**src/sv/greedy_rectangle_cover_extractor_core_assert.svh**
```systemverilog
// assertion macros for the rectangle extractor
`ifndef GREEDY_RECTANGLE_COVER_EXTRACTOR_CORE_ASSERT_SVH
`define GREEDY_RECTANGLE_COVER_EXTRACTOR_CORE_ASSERT_SVH
`ifndef ASSERT_OFF
`define GRC_ASSERT_IMP(lbl, ante, cons) lbl: assert property (@(posedge clk) \
    disable iff (!rst_n) (ante) |-> (cons)) else $error("grc assertion failed");
`define GRC_ASSERT_NXT(lbl, ante, cons) lbl: assert property (@(posedge clk) \
    disable iff (!rst_n) (ante) |=> (cons)) else $error("grc assertion failed");
`else
`define GRC_ASSERT_IMP(lbl, ante, cons)
`define GRC_ASSERT_NXT(lbl, ante, cons)
`endif
`endif

```
**src/sv/grc_pkg.sv**
```systemverilog
package grc_pkg;

    localparam logic CFG_ACTIVE_COLUMNS = 1'b0;
    localparam logic CFG_ACTIVE_ROWS    = 1'b1;
    localparam logic MODE_LOAD          = 1'b0;
    localparam logic MODE_EXTRACT       = 1'b1;
    localparam logic [6:0] HEIGHT_MAX   = 7'd127;

    typedef struct packed {
        logic init;
        logic load;
        logic row_rd;
        logic height;
        logic inner_load;
        logic inner_step;
        logic outer_next;
        logic row_next;
        logic clr_start;
        logic clr_rd;
        logic clr_wr;
    } grc_cmd_t;

    typedef struct packed {
        logic empty_area;
        logic outer_end;
        logic depth_new;
        logic row_last;
        logic inner_end;
        logic found;
        logic clr_last;
    } grc_sts_t;

endpackage

```
**src/sv/grc_ctrl.sv**
```systemverilog
module grc_ctrl
    import grc_pkg::*;
(
    input  logic     clk,
    input  logic     rst_n,
    input  logic     start,
    input  logic     mode,
    input  grc_sts_t sts,
    output grc_cmd_t cmd,
    output logic     busy,
    output logic     done
);

    typedef enum logic [7:0] {
        ST_IDLE   = 8'b0000_0001,
        ST_RD_ROW = 8'b0000_0010,
        ST_HEIGHT = 8'b0000_0100,
        ST_OUTER  = 8'b0000_1000,
        ST_INNER  = 8'b0001_0000,
        ST_CLR_RD = 8'b0010_0000,
        ST_CLR_WR = 8'b0100_0000,
        ST_DONE   = 8'b1000_0000
    } state_t;

    state_t state_reg;
    state_t state_next;

    always_ff @(posedge clk or negedge rst_n)
    begin
        if (!rst_n)
        begin
            state_reg <= ST_IDLE;
        end
        else
        begin
            state_reg <= state_next;
        end
    end

    always_comb
    begin
        state_next = state_reg;
        cmd        = '0;
        case (state_reg)
            ST_IDLE:
            begin
                if (start)
                begin
                    if (mode == MODE_EXTRACT)
                    begin
                        cmd.init   = 1'b1;
                        state_next = sts.empty_area ? ST_DONE : ST_RD_ROW;
                    end
                    else
                    begin
                        cmd.load = 1'b1;
                    end
                end
            end
            ST_RD_ROW:
            begin
                cmd.row_rd = 1'b1;
                state_next = ST_HEIGHT;
            end
            ST_HEIGHT:
            begin
                cmd.height = 1'b1;
                state_next = ST_OUTER;
            end
            ST_OUTER:
            begin
                if (sts.outer_end)
                begin
                    if (!sts.row_last)
                    begin
                        cmd.row_next = 1'b1;
                        state_next   = ST_RD_ROW;
                    end
                    else if (sts.found)
                    begin
                        cmd.clr_start = 1'b1;
                        state_next    = ST_CLR_RD;
                    end
                    else
                    begin
                        state_next = ST_DONE;
                    end
                end
                else if (sts.depth_new)
                begin
                    cmd.inner_load = 1'b1;
                    state_next     = ST_INNER;
                end
                else
                begin
                    cmd.outer_next = 1'b1;
                end
            end
            ST_INNER:
            begin
                cmd.inner_step = 1'b1;
                if (sts.inner_end)
                begin
                    cmd.outer_next = 1'b1;
                    state_next     = ST_OUTER;
                end
            end
            ST_CLR_RD:
            begin
                cmd.clr_rd = 1'b1;
                state_next = ST_CLR_WR;
            end
            ST_CLR_WR:
            begin
                cmd.clr_wr = 1'b1;
                state_next = sts.clr_last ? ST_DONE : ST_CLR_RD;
            end
            ST_DONE:
            begin
                state_next = ST_IDLE;
            end
            default:
            begin
                state_next = ST_IDLE;
            end
        endcase
    end

    assign busy = (state_reg != ST_IDLE);
    assign done = (state_reg == ST_DONE);

endmodule

```
**config.mk**
```make
export PLATFORM = sky130hd
export DESIGN_NAME = grc_ctrl
export DESIGN_NICKNAME = d
export VERILOG_FILES = /design/src/sv/greedy_rectangle_cover_extractor_core_assert.svh /design/src/sv/grc_pkg.sv /design/src/sv/grc_ctrl.sv
export SDC_FILE = /design/constraint.sdc
export NUM_CORES = 1
export LEC_CHECK = 0
export ABC_AREA = 1
export BUFFER_PORTS_ARGS = -buffer_cell sky130_fd_sc_hd__buf_2
export CAP_MARGIN = 0
export CORE_AREA = 2 2 39 41
export CTS_BUF_LIST = sky130_fd_sc_hd__clkbuf_2 sky130_fd_sc_hd__clkbuf_4 sky130_fd_sc_hd__clkbuf_8
export CTS_CLUSTER_SIZE = 40
export DETAILED_ROUTE_END_ITERATION = 7
export DIE_AREA = 0 0 41 43
export PLACE_DENSITY = 0.78
export SETUP_SLACK_MARGIN = 0.4
export SYNTH_ARGS = -nofsm -noshare
export SYNTH_HDL_FRONTEND = slang
export SYNTH_SLANG_ARGS = --single-unit
export TNS_END_PERCENT = 30
```
**constraint.sdc**
```tcl
create_clock -name clk -period 1.9 [get_ports clk]
set_clock_uncertainty 0.1 [all_clocks]
set_input_delay 0.19 -clock clk [delete_from_list [all_inputs] [get_ports clk]]
set_output_delay 0.19 -clock clk [all_outputs]
set_load 0.02 [all_outputs]
```
==> metrics, run 1 <==
ANT nets after route 0; Final setup viols 0; Static Leakage 0.516 nW; Max VDD drop slightly below 0.7 mV; Routed wire per std cell between 10 and 15 um; met1 usage in global routing 26.7%; CTS max path bufs 2; largest net degree at the start of global routing 9; Synth warnings 0; final wirelength approximately 1600 um; FF/Latch Area 201 um^2; multi-input combinational cell area 400 um^2; CTS buffer count 3; core area ~1400 um^2; Hold/Removal Path Class in2reg; Worst slew margin 86.2%; Setup CP Type reg2out; CP Launch Type flop; Seq cells post-synth 8; Die Ht 43 um; die area 1760 um^2; vias in the first global route 626; Final min period ~1700 ps; Area growth, synth to finish 45.3%; Die Wd 41 um; maximum fanout along the worst path 4; CTS tree done; most frequent cells in the layout nand2_1 (21), buf_2 (18), nor2_1 (17); Top Ports 24; Post-Syn Area 619 um^2; Synthesized Nets 106; fin nets 140; DRT iter0 DRCs 15; final core occ 65.0%; I/O Buffers 23; row count 14; post-route setup TNS 0 ps; f_max 588 MHz; Syn Inst Count 95; H-tree depth 1; Worst-Margin Slew 206 ps; initial antenna violation count 0; max reg flops 8; Seq/Total Area, Yosys 32.5%; Critical Path RT 1610 ps; Critical Path AT 1410 ps; Post-Syn Area per Cell 6.52 um^2; fin. max-slew vios 0; clk slew on worst S/H paths 60 ps; status completed; Root Buffer clkbuf_4; pwr/cell area between 1000 and 1500 nW/um^2; worst-skew pair later-pin latency around 260 ps; most common cell after layout, fill and taps aside nand2_1; Final Hold Vio Count 0; first-pass detailed-route iteration total 4; layout cells sized above 1 46.1%; RD Place Congestion 0.807; global-route wire length before repair around 2500 um; ant diodes 0; Via Count just under 700; drt via density between 4 and 5; Fillers ~120; Final Cycle Share roughly 90%; RSZ-0062 raised after global routing yes; initial core utilization between 40% and 50%; grt met2 use 34.1%; Synth cell types 20; maxcap violations 0; gr busiest metal met2; GRT overflow 0; HPWL after DPL 1140 um; GRT Overall Usage 20.9%; Setup crit end kind output port; CTS Sinks 8; final routed DRC violation total 0; GR Util met3 ~2.6%
Yosys cell counts, drive strengths merged:
master   n  share of area, %
nand2   27                19
nor2    24                18
inv     18                11
nand3    9               7.3
dfrtp    7                28
nor3     2               1.6
o21ai    2               2.2
a21oi    1               1.4
dfstp    1               4.2
nand3b   1               1.2
nor3b    1               2.0
o22ai    1               1.0
o31ai    1               2.0
stage by stage:
step,std cells,hold WS [ps],cell area (um^2),setup WS (ps),power (mW)
after floorplan,95,-206,619,381,0.609
after global placement,134,-61.2,754,452,0.708
after detailed placement,134,-55.6,754,424,0.719
after CTS,142,38.3,852,218,0.961
after global routing,144,31.9,900,151,1.11
final,144,36.2,900,198,1.03
repair_timing:
| action | 4_1_cts | 5_1_grt |
|---|---|---|
| hold buffers | 1 | 0 |
| setup buffers | 3 | 2 |
| resized for setup | 10 | 8 |
| pin swaps | 5 | 3 |
| hold endpoints to repair | 8 | 0 |
| endpoints found under the setup margin | 12 | 13 |
layer usage:
layer / part of all wire (%) / vias to the layer above
met5: 0 / -
met4: 2.5 / 0
met3: 4.3 / 4
met2: 54 / 23
met1: 39 / 308
li1: - / 356
logic make-up after synthesis:
family,share of synthesized area [%]
simple gates,49.5
buf+inv,11.3
flops,32.5
compound gates,6.67
layout make-up:
cell class | count | area share (%)
well taps | 16 | 2.23
flip-flops and latches | 8 | 22.4
repair buffers | 29 | 19.5
inverters | 18 | 8.07
clock buffers | 4 | 3.34
multi-input cells | 69 | 44.5
worst max-delay path: stages (launching register included):
cell and delay (ps):
dfstp_2 520, nand2_1 90, nor2_4 170, nand2_4 70, nor3b_2 150, buf_4 160
report_power, final:
part / switching (mW) / internal (mW) / total, mW
Clock: 0.0631 / 0.0949 / 0.158
Combinational: 0.402 / 0.240 / 0.642
Sequential: 0.0220 / 0.212 / 0.234
Total: 0.487 / 0.547 / 1.03
worst paths after layout:
path	slack, ps	startpoint	endpoint	cells past startpoint
max in group asynchronous	1240	rst_n	state_reg[0]	2
min in group asynchronous	210	rst_n	state_reg[6]	2
worst min-delay path	40	sts[0]	state_reg[5]	2
worst max-delay path	200	state_reg[0]	cmd[9]	5
worst min register to register	470	state_reg[1]	state_reg[2]	2
worst max register to register	450	state_reg[0]	state_reg[1]	6
Note: power is estimated with default switching activity, not from simulation.
==> run 2: changes to the inputs <==
--- a/config.mk
+++ b/config.mk
@@ -9,7 +9,6 @@
 export BUFFER_PORTS_ARGS = -buffer_cell sky130_fd_sc_hd__buf_2
 export CAP_MARGIN = 0
 export CORE_AREA = 2 2 39 41
-export CTS_BUF_LIST = sky130_fd_sc_hd__clkbuf_2 sky130_fd_sc_hd__clkbuf_4 sky130_fd_sc_hd__clkbuf_8
 export CTS_CLUSTER_SIZE = 40
 export DETAILED_ROUTE_END_ITERATION = 7
 export DIE_AREA = 0 0 41 43
==> metrics, run 2 (same netlist as run 1, synthesis figures left out) <==
worst reg2reg path depth 6 (unchanged); final wirelength 1650 um (+2.8%); Worst slew margin 86.2% (about the same); CTS Sinks 8 (unchanged); Die Wd 41 um (unchanged); fin nets 140 (unchanged); initial antenna violation count 0 (unchanged); Setup crit end kind output port; CTS buffer count 3 (unchanged); vias in the first global route 628 (+0.32%); H-tree depth 1 (unchanged); first-pass detailed-route iteration total 4 (unchanged); most common cell after layout, fill and taps aside nand2_1; final core occ 64.7% (-0.27 points); fin. max-slew vios 0 (unchanged); core area 1380 um^2 (unchanged); Setup CP Type reg2out; most frequent cells in the layout nand2_1 (21), buf_2 (18), nor2_1 (17); Net Sw Frac 47.7% (+0.64 points); RSZ-0062 raised after global routing yes; HPWL after DPL 1140 um (unchanged); CTS tree done; Worst Setup EP cmd[9]; DRT iter0 DRCs 14 (-1); clock network fraction of design power 13.7% (-1.6 points); maximum fanout along the worst path 4 (unchanged); post-route setup TNS 0 ps (unchanged); row count 14 (unchanged); Critical Path RT 1610 ps (about the same); net switching power 0.487 mW (about the same); Critical Path AT 1400 ps (about the same); layout cells sized above 1 45.3% (-0.78 points); I/O Buffers 23 (unchanged); Final Cycle Share 89.1% (-0.52 points); Routed wire per std cell 11.4 um (+2.8%); sequential share of power 23.0% (+0.4 points); GRT overflow 0 (unchanged); Final Hold Vio Count 0 (unchanged); die area 1760 um^2 (unchanged); Final setup viols 0 (unchanged); clk slew on worst S/H paths 60 ps (about the same); f_max 591 MHz (+0.59%); global-route wire length before repair 2530 um (unchanged); Combinational Power Share 63.3% (+1.2 points); initial core utilization 44.8% (unchanged); RD Place Congestion 0.807 (unchanged); R2R setup slack 460 ps (about the same); Max VDD drop 0.748 mV (+9.8%); CP Launch Type flop; worst-skew pair later-pin latency 250 ps (about the same); pwr/cell area 1140 nW/um^2 (-1.0%); Root Buffer clkbuf_4; Die Ht 43 um (unchanged); Via Count 701 (+1.4%); Final min period 1690 ps (-9.90 ps); largest net degree at the start of global routing 9 (unchanged); maxcap violations 0 (unchanged); Hold Startpoint sts[0]; Finished Cell Area 896 um^2 (-0.42%); Worst Setup SP state_reg[0]; placed instance area 754 um^2 (unchanged); worst reg2reg startpoint state_reg[0]; GRT Overall Usage 20.9% (unchanged); Top Ports 24 (unchanged); ANT nets after route 0 (unchanged); Area growth, synth to finish 44.6%; CTS max path bufs 2 (unchanged); drt via density 4.87 (+1.4%); status completed; internal power 0.533 mW (-2.6%); max reg flops 8 (unchanged); Reg-to-Reg End state_reg[1]; Hold/Removal Path Class in2reg; Static Leakage 0.513 nW (-0.66%); ant diodes 0 (unchanged); final routed DRC violation total 0 (unchanged); Worst-Margin Slew 207 ps (+0.856 ps)
run 2: worst min path at each step:
| stage | depth (start not counted) | slack [ps] | to |
|---|---|---|---|
| after floorplan | 0 | -210 | state_reg[1] |
| final | 2 | 40 | state_reg[5] |
| after global routing | 2 | 30 | state_reg[5] |
| after CTS | 2 | 40 | state_reg[5] |
| after detailed placement | 1 | -60 | state_reg[6] |
| after global placement | 1 | -60 | state_reg[6] |
run 2: what timing repair did:
action                                  4_1_cts  5_1_grt
hold buffers                                  1        0
hold endpoints to repair                      8        0
setup buffers                                 3        2
endpoints found under the setup margin       12       13
pin swaps                                     5        3
gates cloned                                  0        0
resized for setup                            10        8
run 2: final cells by class:
| cell class | count | area [um^2] |
|---|---|---|
| fill | 121 | 488 |
| tap | 16 | 20.0 |
| sequential | 8 | 201 |
| multi-input combinational | 69 | 400 |
| timing repair buffer | 29 | 175 |
| inverter | 18 | 72.6 |
| clock buffer | 4 | 26.3 |
run 2: power by group through the flow:
stage | combinational [mW] | clock, mW | sequential (mW)
floorplan | 0.378 | 0 | 0.232
detailed placement | 0.484 | 0 | 0.235
CTS | 0.568 | 0.145 | 0.234
finish | 0.645 | 0.140 | 0.234
global route | 0.704 | 0.155 | 0.239
global placement | 0.475 | 0 | 0.234
run 2: metal layers:
layer / up-vias / track usage (%) / wire [um]
met2: 19 / 34.1 / 891
li1: 360 / - / -
met3: 5 / 2.62 / 60
met4: 0 / 8.00 / 40
met1: 317 / 26.7 / 655
met5: - / 0 / 0
run 2: critical path, stage by stage (launching register included):
cell and delay (ps):
dfstp_2 520, nand2_1 90, nor2_4 170, nand2_4 70, nor3b_2 150, buf_4 160
run 2: through the flow:
stage	setup WS (ps)	hold slack [ps]	power (mW)	cells
global route	143	34.2	1.10	144
detailed placement	424	-55.6	0.719	134
finish	208	39.2	1.02	144
CTS	218	38.2	0.946	142
floorplan	381	-206	0.609	95
global placement	452	-61.2	0.708	134
